### src/hw/rtl/assert_macros.svh
// Assertion macros used by the top-level RTL file for its concurrent checks.
`ifndef ASSERT_MACROS_SVH
`define ASSERT_MACROS_SVH

// Same-cycle implication, checked outside reset.
`define ASSERT_IMPLIES(label, clk, rst_n, ante, cons) \
    label: assert property (@(posedge clk) disable iff (!(rst_n)) (ante) |-> (cons)) \
        else $error("implication check failed");

// Next-cycle implication, checked outside reset.
`define ASSERT_NEXT(label, clk, rst_n, ante, cons) \
    label: assert property (@(posedge clk) disable iff (!(rst_n)) (ante) |=> (cons)) \
        else $error("next-cycle check failed");

`endif

### src/hw/rtl/bfcc_pkg.sv
// Types and constants shared by the frame checker and classifier modules.
package bfcc_pkg;

    localparam int MAX_FRAME_BYTES = 255;
    localparam int COUNT_W         = 8;
    localparam int HEAD_DEPTH      = 6;
    localparam int MIN_FRAME_BYTES = 5;
    localparam int QUEUE_DEPTH     = 2;
    localparam int QPTR_W          = $clog2(QUEUE_DEPTH);
    localparam int QCNT_W          = $clog2(QUEUE_DEPTH + 1);

    localparam logic [7:0] DEFAULT_PARTNER = 8'h68;
    localparam logic [7:0] DEFAULT_OWN     = 8'h18;
    localparam logic [7:0] POLL_LENGTH     = 8'd3;
    localparam logic [7:0] POLL_CODE       = 8'h01;
    localparam logic [7:0] CMD_LENGTH      = 8'd5;
    localparam logic [7:0] CMD_MARK        = 8'h38;

    localparam logic [7:0] CFG_PARTNER_ADDR = 8'd0;
    localparam logic [7:0] CFG_OWN_ADDR     = 8'd1;

    typedef enum logic [2:0] {
        VERDICT_SHORT   = 3'd0,
        VERDICT_RXERR   = 3'd1,
        VERDICT_BADXOR  = 3'd2,
        VERDICT_ZEROLEN = 3'd3,
        VERDICT_OTHER   = 3'd4,
        VERDICT_POLL    = 3'd5,
        VERDICT_RADIO   = 3'd6,
        VERDICT_UNKNOWN = 3'd7
    } verdict_t;

    typedef logic [HEAD_DEPTH-1:0][7:0] head_t;

    // What the front end knows about a finished frame.
    typedef struct packed {
        logic  too_short;
        logic  rx_error;
        logic  bad_xor;
        head_t head;
    } frame_rec_t;

    typedef struct packed {
        logic full;
        logic empty;
    } q_status_t;

    typedef struct packed {
        logic [7:0] partner_addr;
        logic [7:0] own_addr;
    } cfg_t;

endpackage

### src/hw/rtl/bfcc_front.sv
// Front end: accumulates count, XOR, error flag and head bytes of a frame.
module bfcc_front (
    input  logic                aclk,
    input  logic                aresetn,
    input  logic                s_valid,
    output logic                s_ready,
    input  logic [7:0]          s_rx_byte,
    input  logic                s_rx_ok,
    input  logic                s_frame_end,
    input  bfcc_pkg::q_status_t q_stat,
    output logic                push,
    output bfcc_pkg::frame_rec_t rec
);
    import bfcc_pkg::*;

    logic [COUNT_W-1:0] count_reg, count_next, count_upd;
    logic [7:0]         xor_reg, xor_next, xor_upd;
    logic               err_reg, err_next, err_upd;
    head_t              head_reg, head_next, head_upd;
    logic               accept;

    assign s_ready = !q_stat.full;
    assign accept  = s_valid && s_ready;
    assign push    = accept && s_frame_end;

    always_comb begin
        count_upd = (count_reg < COUNT_W'(MAX_FRAME_BYTES)) ? count_reg + 1'b1 : count_reg;
        xor_upd   = xor_reg ^ s_rx_byte;
        err_upd   = err_reg | !s_rx_ok;
        for (int i = 0; i < HEAD_DEPTH; i++) begin
            head_upd[i] = (count_reg == COUNT_W'(i)) ? s_rx_byte : head_reg[i];
        end

        rec.too_short = count_upd < COUNT_W'(MIN_FRAME_BYTES);
        rec.rx_error  = err_upd;
        rec.bad_xor   = xor_upd != 8'h00;
        rec.head      = head_upd;

        count_next = count_reg;
        xor_next   = xor_reg;
        err_next   = err_reg;
        head_next  = head_reg;
        if (accept) begin
            if (s_frame_end) begin
                // Frame is done: start the next one from a clean state.
                count_next = '0;
                xor_next   = '0;
                err_next   = 1'b0;
                head_next  = '0;
            end else begin
                count_next = count_upd;
                xor_next   = xor_upd;
                err_next   = err_upd;
                head_next  = head_upd;
            end
        end
    end

    always_ff @(posedge aclk) begin
        if (!aresetn) begin
            count_reg <= '0;
            xor_reg   <= '0;
            err_reg   <= 1'b0;
            head_reg  <= '0;
        end else begin
            count_reg <= count_next;
            xor_reg   <= xor_next;
            err_reg   <= err_next;
            head_reg  <= head_next;
        end
    end

endmodule

### src/hw/rtl/bfcc_queue.sv
// Two-entry queue of finished frame records between front and back.
module bfcc_queue (
    input  logic                 aclk,
    input  logic                 aresetn,
    input  logic                 push,
    input  bfcc_pkg::frame_rec_t push_rec,
    input  logic                 pop,
    output bfcc_pkg::frame_rec_t head_rec,
    output bfcc_pkg::q_status_t  stat
);
    import bfcc_pkg::*;

    frame_rec_t          entry_reg [QUEUE_DEPTH];
    logic [QPTR_W-1:0]   wr_ptr_reg, wr_ptr_next;
    logic [QPTR_W-1:0]   rd_ptr_reg, rd_ptr_next;
    logic [QCNT_W-1:0]   cnt_reg, cnt_next;
    logic                do_push, do_pop;

    assign stat.full  = cnt_reg == QCNT_W'(QUEUE_DEPTH);
    assign stat.empty = cnt_reg == '0;
    assign do_push    = push && !stat.full;
    assign do_pop     = pop && !stat.empty;
    assign head_rec   = entry_reg[rd_ptr_reg];

    always_comb begin
        wr_ptr_next = do_push ? wr_ptr_reg + 1'b1 : wr_ptr_reg;
        rd_ptr_next = do_pop ? rd_ptr_reg + 1'b1 : rd_ptr_reg;
        cnt_next    = cnt_reg;
        if (do_push && !do_pop) begin
            cnt_next = cnt_reg + 1'b1;
        end else if (do_pop && !do_push) begin
            cnt_next = cnt_reg - 1'b1;
        end
    end

    always_ff @(posedge aclk) begin
        if (!aresetn) begin
            wr_ptr_reg <= '0;
            rd_ptr_reg <= '0;
            cnt_reg    <= '0;
        end else begin
            wr_ptr_reg <= wr_ptr_next;
            rd_ptr_reg <= rd_ptr_next;
            cnt_reg    <= cnt_next;
        end
    end

    always_ff @(posedge aclk) begin
        if (do_push) begin
            entry_reg[wr_ptr_reg] <= push_rec;
        end
    end

endmodule

### src/hw/rtl/bfcc_back.sv
// Back end: classifies a queued frame record and holds the result register.
module bfcc_back (
    input  logic                 aclk,
    input  logic                 aresetn,
    input  bfcc_pkg::cfg_t       cfg,
    input  bfcc_pkg::frame_rec_t rec,
    input  bfcc_pkg::q_status_t  q_stat,
    output logic                 pop,
    output logic                 m_valid,
    input  logic                 m_ready,
    output logic [2:0]           m_verdict,
    output logic [7:0]           m_frame_source,
    output logic [7:0]           m_frame_dest,
    output logic [7:0]           m_frame_length,
    output logic [7:0]           m_command_code,
    output logic [7:0]           m_command_param
);
    import bfcc_pkg::*;

    logic       valid_reg, valid_next;
    verdict_t   verdict_reg, verdict_c;
    logic [7:0] src_reg, dst_reg, len_reg, code_reg, param_reg;
    logic [7:0] code_c, param_c;

    assign pop = !q_stat.empty && (!valid_reg || m_ready);

    always_comb begin
        code_c  = '0;
        param_c = '0;
        if (rec.too_short) begin
            verdict_c = VERDICT_SHORT;
        end else if (rec.rx_error) begin
            verdict_c = VERDICT_RXERR;
        end else if (rec.bad_xor) begin
            verdict_c = VERDICT_BADXOR;
        end else if (rec.head[1] == 8'h00) begin
            verdict_c = VERDICT_ZEROLEN;
        end else if (rec.head[0] != cfg.partner_addr || rec.head[2] != cfg.own_addr) begin
            verdict_c = VERDICT_OTHER;
        end else if (rec.head[1] == POLL_LENGTH && rec.head[3] == POLL_CODE) begin
            verdict_c = VERDICT_POLL;
        end else if (rec.head[1] == CMD_LENGTH && rec.head[3] == CMD_MARK) begin
            verdict_c = VERDICT_RADIO;
            code_c    = rec.head[4];
            param_c   = rec.head[5];
        end else begin
            verdict_c = VERDICT_UNKNOWN;
        end

        valid_next = valid_reg;
        if (pop) begin
            valid_next = 1'b1;
        end else if (m_ready) begin
            valid_next = 1'b0;
        end
    end

    always_ff @(posedge aclk) begin
        if (!aresetn) begin
            valid_reg <= 1'b0;
        end else begin
            valid_reg <= valid_next;
        end
    end

    always_ff @(posedge aclk) begin
        if (pop) begin
            verdict_reg <= verdict_c;
            src_reg     <= rec.head[0];
            len_reg     <= rec.head[1];
            dst_reg     <= rec.head[2];
            code_reg    <= code_c;
            param_reg   <= param_c;
        end
    end

    assign m_valid         = valid_reg;
    assign m_verdict       = verdict_reg;
    assign m_frame_source  = src_reg;
    assign m_frame_dest    = dst_reg;
    assign m_frame_length  = len_reg;
    assign m_command_code  = code_reg;
    assign m_command_param = param_reg;

endmodule

### src/hw/rtl/bus_frame_checker_classifier_unit.sv
// Top level of the bus frame checker and classifier.
//
//   channel   direction  handshake              payload
//   s_        in         s_valid / s_ready      rx_byte, rx_ok, frame_end
//   m_        out        m_valid / m_ready      verdict, source, dest, length, code, param
//   cfg_      in         cfg_valid / cfg_ready  cfg_index, cfg_data
//
// One byte item is taken every cycle while s_ready is high; m_valid rises once a frame's
// record has gone through the queue into the output register, when that register is free.
// The front accumulator sets the one-item-per-cycle figure; the two-entry record queue
// lets the front keep taking bytes while a verdict waits at the output.
// s_ready drops only when the queue is full; reset (aresetn low, synchronous) clears the
// front accumulator, queue pointers and m_valid and loads the default addresses. cfg_ready is always high.
`include "assert_macros.svh"

module bus_frame_checker_classifier_unit (
    input  logic       aclk,
    input  logic       aresetn,
    input  logic       s_valid,
    output logic       s_ready,
    input  logic [7:0] s_rx_byte,
    input  logic       s_rx_ok,
    input  logic       s_frame_end,
    output logic       m_valid,
    input  logic       m_ready,
    output logic [2:0] m_verdict,
    output logic [7:0] m_frame_source,
    output logic [7:0] m_frame_dest,
    output logic [7:0] m_frame_length,
    output logic [7:0] m_command_code,
    output logic [7:0] m_command_param,
    input  logic       cfg_valid,
    output logic       cfg_ready,
    input  logic [7:0] cfg_index,
    input  logic [7:0] cfg_data
);
    import bfcc_pkg::*;

    cfg_t       cfg_reg, cfg_next;
    frame_rec_t front_rec, head_rec;
    q_status_t  q_stat;
    logic       push, pop;

    assign cfg_ready = 1'b1;

    always_comb begin
        cfg_next = cfg_reg;
        if (cfg_valid && cfg_ready) begin
            case (cfg_index)
                CFG_PARTNER_ADDR: cfg_next.partner_addr = cfg_data;
                CFG_OWN_ADDR:     cfg_next.own_addr     = cfg_data;
                default:          cfg_next              = cfg_reg;
            endcase
        end
    end

    always_ff @(posedge aclk) begin
        if (!aresetn) begin
            cfg_reg.partner_addr <= DEFAULT_PARTNER;
            cfg_reg.own_addr     <= DEFAULT_OWN;
        end else begin
            cfg_reg <= cfg_next;
        end
    end

    bfcc_front u_front (
        .aclk        (aclk),
        .aresetn     (aresetn),
        .s_valid     (s_valid),
        .s_ready     (s_ready),
        .s_rx_byte   (s_rx_byte),
        .s_rx_ok     (s_rx_ok),
        .s_frame_end (s_frame_end),
        .q_stat      (q_stat),
        .push        (push),
        .rec         (front_rec)
    );

    bfcc_queue u_queue (
        .aclk     (aclk),
        .aresetn  (aresetn),
        .push     (push),
        .push_rec (front_rec),
        .pop      (pop),
        .head_rec (head_rec),
        .stat     (q_stat)
    );

    bfcc_back u_back (
        .aclk            (aclk),
        .aresetn         (aresetn),
        .cfg             (cfg_reg),
        .rec             (head_rec),
        .q_stat          (q_stat),
        .pop             (pop),
        .m_valid         (m_valid),
        .m_ready         (m_ready),
        .m_verdict       (m_verdict),
        .m_frame_source  (m_frame_source),
        .m_frame_dest    (m_frame_dest),
        .m_frame_length  (m_frame_length),
        .m_command_code  (m_command_code),
        .m_command_param (m_command_param)
    );

    // Command bytes are only reported for radio commands.
    `ASSERT_IMPLIES(a_cmd_zero, aclk, aresetn, m_valid && (m_verdict != VERDICT_RADIO), (m_command_code == 8'h00) && (m_command_param == 8'h00))
    // A full queue must hold off the byte stream.
    `ASSERT_IMPLIES(a_full_stalls, aclk, aresetn, q_stat.full, !s_ready)
    // A pushed record makes the queue non-empty on the next cycle.
    `ASSERT_NEXT(a_push_fills, aclk, aresetn, push, !q_stat.empty)

endmodule

### config.mk
export PLATFORM = sky130hd
export DESIGN_NAME = bus_frame_checker_classifier_unit
export DESIGN_NICKNAME = d
export VERILOG_FILES = /design/src/hw/rtl/bfcc_pkg.sv /design/src/hw/rtl/bfcc_front.sv /design/src/hw/rtl/bfcc_queue.sv /design/src/hw/rtl/bfcc_back.sv /design/src/hw/rtl/bus_frame_checker_classifier_unit.sv
export VERILOG_INCLUDE_DIRS = /design/src /design/src/hw/rtl
export SDC_FILE = /design/constraint.sdc
export NUM_CORES = 1
export LEC_CHECK = 0
export BUFFER_PORTS_ARGS = -buffer_cell sky130_fd_sc_hd__clkbuf_2
export CAP_MARGIN = 20
export CORE_ASPECT_RATIO = 1.75
export CORE_UTILIZATION = 55
export CTS_BUF_LIST = sky130_fd_sc_hd__clkbuf_4 sky130_fd_sc_hd__clkbuf_8
export DETAILED_ROUTE_END_ITERATION = 7
export GPL_ROUTABILITY_DRIVEN = 0
export PLACE_DENSITY = 0.79
export SKIP_LAST_GASP = 1
export SYNTH_ARGS = -nofsm -noshare
export SYNTH_HDL_FRONTEND = slang
export SYNTH_SLANG_ARGS = --single-unit
### constraint.sdc
create_clock -name aclk -period 7.1 [get_ports aclk]
set_input_delay 0 -clock aclk [delete_from_list [all_inputs] [get_ports aclk]]
set_output_delay 0 -clock aclk [all_outputs]
set_load 0.02 [all_outputs]
==> flow_summary_export.csv, run 1 <==
group,metric,value,unit
run_status,outcome,"finished clean",
grt,grt_pass1_vias,6328,
power_and_ir_drop,p_sw_share,28.8,%
yosys,ys_types,57,
power_and_ir_drop,max-vdd-ir-drop,372,uV
grt,antenna_found_initial,0,
power_and_ir_drop,clkPwrFrac,31.7,%
final_layout,finalNonFillerCells,1073,
routing,met3WireLength,912,um
clocking,clk_pin_slew_worst_paths,0.07,ns
yosys,synth_edf_count,145,
yosys,mappedNetlistNets,767,
die,die_w,103,um
hold_path,hold_start,"s_rx_byte[3]",
routing,drc,0,
yosys,ys_warn_count,0,
timing,maxSlewViolCount,0,
timing,skew,0.0229,ns
routing,via_per_inst,5.84,
place,numPortBuffers,75,
clocking,cts_tree,"yes",
timing,max_freq,0.301,GHz
grt,overflow,0,
critical_path,crit_type,"flip-flop to flip-flop",
clocking,cts_buffers,31,
power_and_ir_drop,p_switching,1030,uW
critical_path,end_kind,"flip-flop",
run,cap_violations,0,
timing,period_needed,3.32,ns
hold_path,hold_class,"input port to flip-flop",
clocking,cts_root_buffer,"clkbuf_8",
clocking,clk_latency,0.56,ns
power_and_ir_drop,seq_power_share,48.8,%
yosys,yosysSeqAreaShare,61.9,%
routing,top_layer,"met4",
final_layout,finish.utilization,64.3,%
timing,worstMarginPinSlew,1.04,ns
yosys,synth_most_common_cell,"edfxtp_1",
routing,routed_wl,21400,um
routing,wl_met2,11800,um
place,dp.cells,996,
routing,drt_iter0_markers,381,
power_and_ir_drop,leakage,0.00409,uW
die,coreArea,17500,um2
clocking,cts_resized,0,
timing,setup_viol,0,
critical_path,start_kind,"flip-flop",
place,dp_hpwl,14100,um
grt,grt_max_degree,89,
die,rows,64,
yosys,ys_top_cells_by_count,"edfxtp_1 (145), dfxtp_1 (87), nor2b_1 (61)",
final_layout,largest_register_ffs,102,
yosys,synthCells,731,
routing,antenna_left,0,
clocking,clkSinkCount,232,
die,start_util,56.2,%
place,pre_cts_ws,3.76,ns
yosys,async_reset_ff_share,0,%
power_and_ir_drop,comb_power_share,19.6,%
timing,final.setup.tns,0,ns
die,io_pins,77,
critical_path,worst_ep_arrival_time,3.66,ns
yosys,synth.area.top_cells,"edfxtp_1 (44%), dfxtp_1 (18%), mux2_2 (6.7%)",
yosys,synth_ff_type,"edfxtp_1",
final_layout,nNetsFinal,853,
grt,track_usage,23.5,%
timing,min_period_over_period,46.7,%
routing,drt-pass1-iter-count,5,
power_and_ir_drop,p_int,2540,uW
routing,vias,6263,
final_layout,drive_above_1_share,28.1,%
critical_path,cp.required,7.45,ns
final_layout,antennaDiodeCount,0,
final_layout,syn2layout_area_growth,14.6,%
yosys,yosys_register_bits,232,
routing,wl_met1,7710,um
timing,worst_slack,3.78,ns
yosys,syn_area_per_cell,13.5,um2
clocking,cts_htree_levels,1,
die,dieArea,18500,um2
power_and_ir_drop,power_density,317,nW/um2
timing,hold_viol,0,
timing,maxSlewHeadroom,30.4,%
routing,post_drt_wl_per_cell,19.9,um
grt,grt_pass1_wl,32300,um
timing,rsz0062_at_grt,"false",
clocking,clock_path_buffers,3,
yosys,syn_area,9850,um2
yosys,synth_top_cell_by_area,"edfxtp_1",
die,die_y,179,um
critical_path,cp_max_fo,30,
yosys,yosysTopAreaCellShare,44.2,%
==> final timing paths <==
kind,endpoint,slack [ns],cells past startpoint
setup / recovery,u_back.m_command_code[0]$_SDFFCE_PP0P_,3.78,5
hold / removal,u_front.xor_reg[3]$_SDFFE_PN0N_,0.02,3
setup reg to reg,u_back.m_command_code[0]$_SDFFCE_PP0P_,3.78,5
hold reg to reg,u_front.err_reg$_SDFFE_PN0N_,0.50,1
==> layout by cell type (no fill, tap or decap), types with 3 or more instances in the layout <==
cell and count:
nor4_1 12, a22oi_1 51, inv_1 11, ha_1 5
clkinv_2 4, xnor2_1 3, nand3b_1 8, a21boi_0 11
or3_1 4, edfxtp_1 145, clkbuf_4 12, a21oi_1 5
and2_1 5, dlygate4sd3_1 19, a31oi_1 6, bufinv_16 3
buf_4 7, nand2_1 19, nor2_1 24, nand2b_1 4
dfxtp_1 86, nand4_2 3, mux2i_1 33, nor2b_1 61
nor3_1 6, clkbuf_8 38, nand4_1 3, nand3_1 8
o21ai_0 16, mux2_4 10, nor4b_1 5, nor3b_1 4
clkbuf_2 75, nor4_2 13, mux2_2 59, xor2_1 27
==> metal layers <==
layer | vias to the layer above | track usage [%]
li1 | 2895 | -
met1 | 3089 | 25.0
met2 | 211 | 44.2
met3 | 68 | 3.16
met4 | 0 | 12.0
met5 | - | 0
==> what timing repair did <==
action | 4_1_cts | 5_1_grt
hold endpoints to repair | 32 | 0
buffers inserted | 0 | 0
hold buffers | 19 | 0
==> logic make-up after synthesis <==
logic type	after synthesis	share of synthesized area (%)
DFF	232	61.9
and+or+nand+nor	194	12.6
AOI/OAI and AO/OA	105	7.62
muxes	104	11.9
buffers and inverters	60	2.71
xor gates and xnor gates	30	2.67
adders and majority gates	5	0.635
other	1	0.0381
==> worst max-delay path: stages (launching register included) <==
cell and delay, ns:
dfxtp_2 1.00, buf_4 0.46, nand2_2 0.11, or3_1 0.38, a2111o_1 0.71, nor4_1 0.41
==> layout make-up <==
| class | instances | area [um2] |
|---|---|---|
| Clock buffer | 50 | 613 |
| Clock inverter | 8 | 118 |
| Fill cell | 1230 | 6250 |
| Inverter | 12 | 45.0 |
| Multi-Input combinational cell | 439 | 3500 |
| Sequential cell | 232 | 6100 |
| Tap cell | 231 | 289 |
| Timing Repair Buffer | 101 | 618 |
==> per-stage QoR <==
stage          power, uW  instance area [um2]  hold WS, ns
3_5_place_dp        2470                10400        0.251
2_1_floorplan       2240                 9850        0.125
4_1_cts             3600                11300      0.00652
3_3_place_gp        2440                10400        0.232
5_1_grt             3720                11300       0.0344
6_report            3580                11300       0.0247
==> power groups by stage <==
stage | sequential [uW] | clock [uW] | combinational (uW)
after CTS | 1750 | 1150 | 705
after global routing | 1760 | 1200 | 758
after floorplan | 1830 | 0 | 405
after global placement | 1770 | 0 | 676
after detailed placement | 1770 | 0 | 693
final | 1740 | 1130 | 700
Note: power is estimated with default switching activity, not from simulation.
==> inputs of run 2 (changes only) <==
--- a/config.mk
+++ b/config.mk
@@ -13,7 +13,7 @@
 export CTS_BUF_LIST = sky130_fd_sc_hd__clkbuf_4 sky130_fd_sc_hd__clkbuf_8
 export DETAILED_ROUTE_END_ITERATION = 7
 export GPL_ROUTABILITY_DRIVEN = 0
-export PLACE_DENSITY = 0.79
+export PLACE_DENSITY = 0.82
 export SKIP_LAST_GASP = 1
 export SYNTH_ARGS = -nofsm -noshare
 export SYNTH_HDL_FRONTEND = slang
==> constraint.sdc (replaced) <==
create_clock -name aclk -period 2.8 [get_ports aclk]
set_input_delay 0 -clock aclk [delete_from_list [all_inputs] [get_ports aclk]]
set_output_delay 0 -clock aclk [all_outputs]
set_load 0.02 [all_outputs]
==> flow_summary_export.csv, run 2 (synthesis results as in run 1) <==
group,metric,value,unit
run_status,outcome,"finished clean",
routing,drt-pass1-iter-count,5,
grt,grt_max_degree,61,
power_and_ir_drop,seq_power_share,50.3,%
timing,maxSlewHeadroom,29.3,%
die,start_util,56.2,%
die,io_pins,77,
timing,maxSlewViolCount,0,
grt,track_usage,23.7,%
die,dieArea,18500,um2
clocking,cts_buffers,29,
grt,grt_pass1_vias,6486,
timing,final.setup.tns,0,ns
routing,vias,6320,
routing,antenna_left,0,
clocking,clk_pin_slew_worst_paths,0.07,ns
critical_path,crit_type,"flip-flop to flip-flop",
timing,setup_viol,0,
power_and_ir_drop,power_density,776,nW/um2
hold_path,hold_class,"input port to flip-flop",
die,coreArea,17500,um2
place,numPortBuffers,75,
grt,overflow,0,
die,rows,64,
routing,routed_wl,21200,um
timing,skew,0.0405,ns
critical_path,cp_max_fo,28,
final_layout,antennaDiodeCount,0,
power_and_ir_drop,p_switching,2570,uW
grt,antenna_found_initial,1,
timing,worstMarginPinSlew,1.06,ns
final_layout,fillers,1225,
power_and_ir_drop,leakage,0.00408,uW
routing,drc,0,
run,cap_violations,0,
die,die_y,179,um
final_layout,nNetsFinal,858,
clocking,clock_path_buffers,3,
critical_path,crit_chain,"nor4_1 -> a22oi_1 -> o21ai_0 -> or2_2 -> nor4_1",
timing,max_freq,0.404,GHz
routing,post_drt_wl_per_cell,19.7,um
power_and_ir_drop,comb_power_share,20.6,%
critical_path,crit_family,"simple AND/OR/NAND/NOR gates",
critical_path,crit_top_cell,"nor4_1",
routing,drt_iter0_markers,387,
power_and_ir_drop,p_int,6150,uW
grt,grt_pass1_wl,33100,um
timing,rsz0062_at_grt,"false",
final_layout,syn2layout_area_growth,14.2,%
final_layout,most-common-layout-cells,"edfxtp_1 (145), dfxtp_1 (86), clkbuf_2 (75), nor2b_1 (61), mux2_2 (59)",
power_and_ir_drop,p_sw_share,29.5,%
power_and_ir_drop,max-vdd-ir-drop,836,uV
critical_path,slowest_delay,0.60,ns
clocking,clkSinkCount,232,
clocking,cts_root_buffer,"clkbuf_8",
critical_path,path_depth,5,
clocking,cts_tree,"yes",
critical_path,cp.required,3.15,ns
final_layout,largest_register_ffs,102,
hold_path,min_path_cells,3,
timing,hold_viol,0,
critical_path,end_kind,"flip-flop",
clocking,post_cts_buffers,0,
final_layout,finish.utilization,64.2,%
critical_path,crit_path_top_delay_cell,"dfxtp_4",
final_layout,drive_above_1_share,27.9,%
timing,min_period_over_period,88.3,%
final_layout,mostFrequentLayoutCell,"edfxtp_1",
critical_path,rr_worst_depth,5,
critical_path,critical_path_buf_inv_count,0,
timing,period_needed,2.47,ns
critical_path,start_kind,"flip-flop",
clocking,clk_latency,0.58,ns
place,dp_hpwl,14500,um
die,die_w,103,um
critical_path,worst_ep_arrival_time,2.82,ns
routing,via_per_inst,5.87,
clocking,cts_htree_levels,1,
power_and_ir_drop,clkPwrFrac,29.1,%
-- run 2: changes by cell type in the layout (fill, tap and decap cells not counted), moves of 2 or more --
cell,delta
buf_4,+5
clkbuf_4,-3
clkbuf_8,-3
clkinv_1,+3
bufinv_16,-2
-- run 2: power groups by stage --
stage | clock network, uW | logic [uW] | registers [uW]
after detailed placement | 0 | 1780 | 4470
after global placement | 0 | 1730 | 4450
after CTS | 2570 | 1810 | 4390
final | 2540 | 1800 | 4390
after global routing | 2710 | 1950 | 4440
after floorplan | 0 | 1030 | 4630
-- run 2: cell type report --
class / instances / area [um2] / area share (%)
flip-flops and latches: 232 / 6100 / 54.2
clock buffers: 44 / 549 / 4.88
clock inverters: 10 / 77.6 / 0.690
inverters: 12 / 45.0 / 0.400
well taps: 231 / 289 / 2.57
repair buffers: 108 / 686 / 6.09
multi-input cells: 439 / 3500 / 31.1
-- run 2: final timing paths --
kind / startpoint / end / slack [ns]
max: flip-flop / u_back.m_command_code[4]$_SDFFCE_PP0P_ / 0.33
min: s_rx_byte[4] / u_front.xor_reg[4]$_SDFFE_PN0N_ / 0.03
max reg2reg: flip-flop / u_back.m_command_code[4]$_SDFFCE_PP0P_ / 0.33
min reg2reg: u_front.err_reg$_SDFFE_PN0N_ / u_front.err_reg$_SDFFE_PN0N_ / 0.49
-- run 2: stage by stage --
stage / cells / power, uW / setup WS, ns / hold slack [ns] / area (um2)
floorplan: 731 / 5660 / 0.0268 / 0.125 / 9860
global placement: 1002 / 6180 / 0.309 / 0.228 / 10400
detailed placement: 1002 / 6250 / 0.170 / 0.245 / 10400
CTS: 1076 / 8770 / 0.105 / 0.00309 / 11200
global route: 1076 / 9100 / 0.161 / 0.0421 / 11300
finish: 1076 / 8730 / 0.327 / 0.0261 / 11300
-- run 2: layer usage --
layer,track usage [%],part of all wire (%),vias up
met1,25.4,36,3116
met3,4.02,4.8,73
met4,13.7,5.1,2
met5,0,0.047,-
li1,-,-,2905
met2,42.9,54,224
-- run 2: what timing repair did --
action / 4_1_cts / 5_1_grt
hold endpoints to repair: 35 / 0
setup endpoints to repair: 0 / 8
resized for setup: 0 / 1
hold buffers: 20 / 0
-- run 2: worst reg2reg max path, cell delays in order, from the launching register on --
cell	delay, ns
dfxtp_4	0.60
nor4_1	0.13
a22oi_1	0.47
o21ai_0	0.22
or2_2	0.48
nor4_1	0.34
==> inputs of run 3 (changes only) <==
--- a/config.mk
+++ b/config.mk
@@ -6,6 +6,7 @@
 export SDC_FILE = /design/constraint.sdc
 export NUM_CORES = 1
 export LEC_CHECK = 0
+export ABC_AREA = 1
 export BUFFER_PORTS_ARGS = -buffer_cell sky130_fd_sc_hd__clkbuf_2
 export CAP_MARGIN = 20
 export CORE_ASPECT_RATIO = 1.75
==> flow_summary_export.csv, run 3 <==
group,metric,value,unit
run_status,outcome,"finished clean",
routing,vias,7005,
clocking,clkSinkCount,232,
place,dp.cells,1226,
timing,setup_viol,0,
yosys,synthCells,957,
timing,hold_viol,0,
critical_path,cp_max_fo,25,
final_layout,fin_area,11000,um2
final_layout,largest_register_ffs,102,
timing,worstMarginPinSlew,0.702,ns
final_layout,drive_above_1_share,15.1,%
routing,drt-pass1-iter-count,5,
yosys,synth_ff_type,"edfxtp_1",
yosys,synth_edf_count,145,
clocking,cts_buffers,30,
clocking,clock_path_buffers,3,
final_layout,antennaDiodeCount,0,
timing,maxSlewHeadroom,53.2,%
yosys,ys_types,33,
yosys,mappedNetlistNets,993,
die,start_util,56.0,%
power_and_ir_drop,leakage,0.00429,uW
routing,drt_iter0_markers,572,
final_layout,most-common-layout-cells,"nand2_1 (264), edfxtp_1 (145), a21oi_1 (115), nor2_1 (90), dfxtp_1 (86)",
die,coreArea,16900,um2
final_layout,mostFrequentLayoutCell,"nand2_1",
grt,grt_max_degree,65,
critical_path,end_kind,"flip-flop",
hold_path,hold_start,"cfg_valid",
die,die_y,176,um
grt,track_usage,22.8,%
yosys,synth_top_family_by_area,"simple AND/OR/NAND/NOR gates",
die,dieArea,17800,um2
die,die_w,101,um
timing,max_freq,0.422,GHz
clocking,cts_tree,"yes",
timing,min_period_over_period,84.6,%
critical_path,rrSetupSlack,0.43,ns
timing,period_needed,2.37,ns
die,io_pins,77,
yosys,synth_mux_area_share,1.90,%
timing,maxSlewViolCount,0,
yosys,async_reset_ff_share,0,%
clocking,clk_latency,0.56,ns
hold_path,hold_path_end,"cfg_reg[8]$_SDFFE_PN0P_",
yosys,ys_warn_count,0,
clocking,cts_htree_levels,1,
yosys,synth-compound-area-share,9.11,%
critical_path,worst_r2r_endpoint,"u_back.m_command_code[5]$_SDFFCE_PP0P_",
critical_path,start_kind,"flip-flop",
hold_path,min_path_cells,3,
clocking,cts_resized,0,
routing,post_drt_wl_per_cell,15.0,um
grt,antenna_found_initial,0,
yosys,yosysTopAreaCellShare,45.9,%
final_layout,multi_input_area,2980,um2
power_and_ir_drop,power_density,818,nW/um2
routing,routed_wl,19600,um
final_layout,final-seq-area,6100,um2
final_layout,finish.utilization,64.6,%
critical_path,crit_type,"flip-flop to flip-flop",
yosys,synth.area.top_cells,"edfxtp_1 (46%), dfxtp_1 (18%), nand2_1 (10%)",
final_layout,finalNonFillerCells,1306,
timing,rsz0062_at_grt,"false",
place,numPortBuffers,75,
critical_path,worst_ep_arrival_time,2.76,ns
routing,antenna_left,0,
yosys,synthAdderAreaFrac,0.659,%
grt,grt_pass1_vias,6553,
final_layout,syn2layout_area_growth,15.4,%
yosys,yosys.area_share.simple,18.2,%
grt,overflow,0,
yosys,syn_area,9490,um2
final_layout,nNetsFinal,1092,
place,placed_cell_area,10100,um2
yosys,synth_top_cell_by_area,"edfxtp_1",
power_and_ir_drop,max-vdd-ir-drop,407,uV
yosys,syn_area_per_cell,9.92,um2
run,cap_violations,0,
timing,worst_slack,0.432,ns
yosys,yosysSeqAreaShare,64.2,%
timing,final.setup.tns,0,ns
yosys,ys_top_cells_by_count,"nand2_1 (265), edfxtp_1 (145), a21oi_1 (116)",
final_layout,fillers,1301,
yosys,yosys_register_bits,232,
yosys,synth_most_common_cell,"nand2_1",
place,pre_cts_ws,0.456,ns
critical_path,rr_worst_depth,10,
die,rows,63,
yosys,synth_xor_area_share,1.11,%
clocking,post_cts_buffers,0,
place,dp_hpwl,12800,um
clocking,clk_pin_slew_worst_paths,0.06,ns
hold_path,hold_class,"input port to flip-flop",
routing,drc,0,
routing,via_per_inst,5.36,
timing,skew,0.0161,ns
clocking,cts_root_buffer,"clkbuf_8",
grt,grt_pass1_wl,31400,um
critical_path,cp.required,3.19,ns
[run 3: logic make-up (layout without fill, tap and decap cells)]
group / Yosys count / after routing
simple gates: 422 / 422
flops: 232 / 232
compound gates: 165 / 165
buf+inv: 102 / 224
mux: 18 / 18
xor+xnor: 12 / 12
fa+ha+maj: 5 / 5
other cells: 1 / 1
[run 3: power by group]
part / switching (uW) / internal [uW] / total, uW
clock: 1150 / 1400 / 2550
sequential: 136 / 4200 / 4330
combinational: 1490 / 585 / 2080
[run 3: how the worst max path moves through the flow]
| stage | start | endpoint | slack, ns | cells after the start |
|---|---|---|---|---|
| floorplan | u_queue.cnt_reg[0]$_SDFFE_PN0P_ | u_queue.entry_reg[0][0]$_DFFE_PP_ | -0.73 | 6 |
| global placement | flip-flop | u_back.m_command_code[1]$_SDFFCE_PP0P_ | 0.64 | 10 |
| detailed placement | flip-flop | u_back.m_command_code[0]$_SDFFCE_PP0P_ | 0.46 | 10 |
| CTS | flip-flop | u_back.m_command_code[0]$_SDFFCE_PP0P_ | 0.44 | 10 |
| global route | flip-flop | u_back.m_command_code[5]$_SDFFCE_PP0P_ | 0.25 | 10 |
| finish | flip-flop | u_back.m_command_code[5]$_SDFFCE_PP0P_ | 0.43 | 10 |
[run 3: timing repair]
action                                  CTS  global route
endpoints found under the hold margin    37             0
hold buffers                             25             0
endpoints found under the setup margin    0             0
[run 3: worst max-delay path: stages, from the launching register on]
cell,delay (ns)
dfxtp_2,0.34
inv_2,0.33
nand2_1,0.17
nand3_1,0.11
nand2_1,0.07
nor2_1,0.08
nand2_1,0.06
nor2_1,0.26
and2_2,0.24
nand4_4,0.31
nor2_1,0.23
[run 3: metal layers]
metal	GRT usage, %	wire length [um]	up-vias
li1	-	-	3398
met1	25.6	7340	3308
met2	40.6	10400	228
met3	2.79	851	71
met4	13.2	1040	0
met5	0	0	-
[run 3: final cells by class]
class                      count  area share (%)
inverter                      60            2.06
tap                          227            2.59
multi-input combinational    623            27.2
clock buffer                  47            5.28
timing repair buffer         109            6.67
clock inverter                 8           0.537
sequential                   232            55.7
[run 3: metrics by stage]
stage	hold WS (ns)	total power (uW)
after floorplan	0.130	5870
after global placement	0.271	6400
after detailed placement	0.280	6460
after CTS	0.0327	9000
after global routing	0.0680	9370
final	0.0621	8960
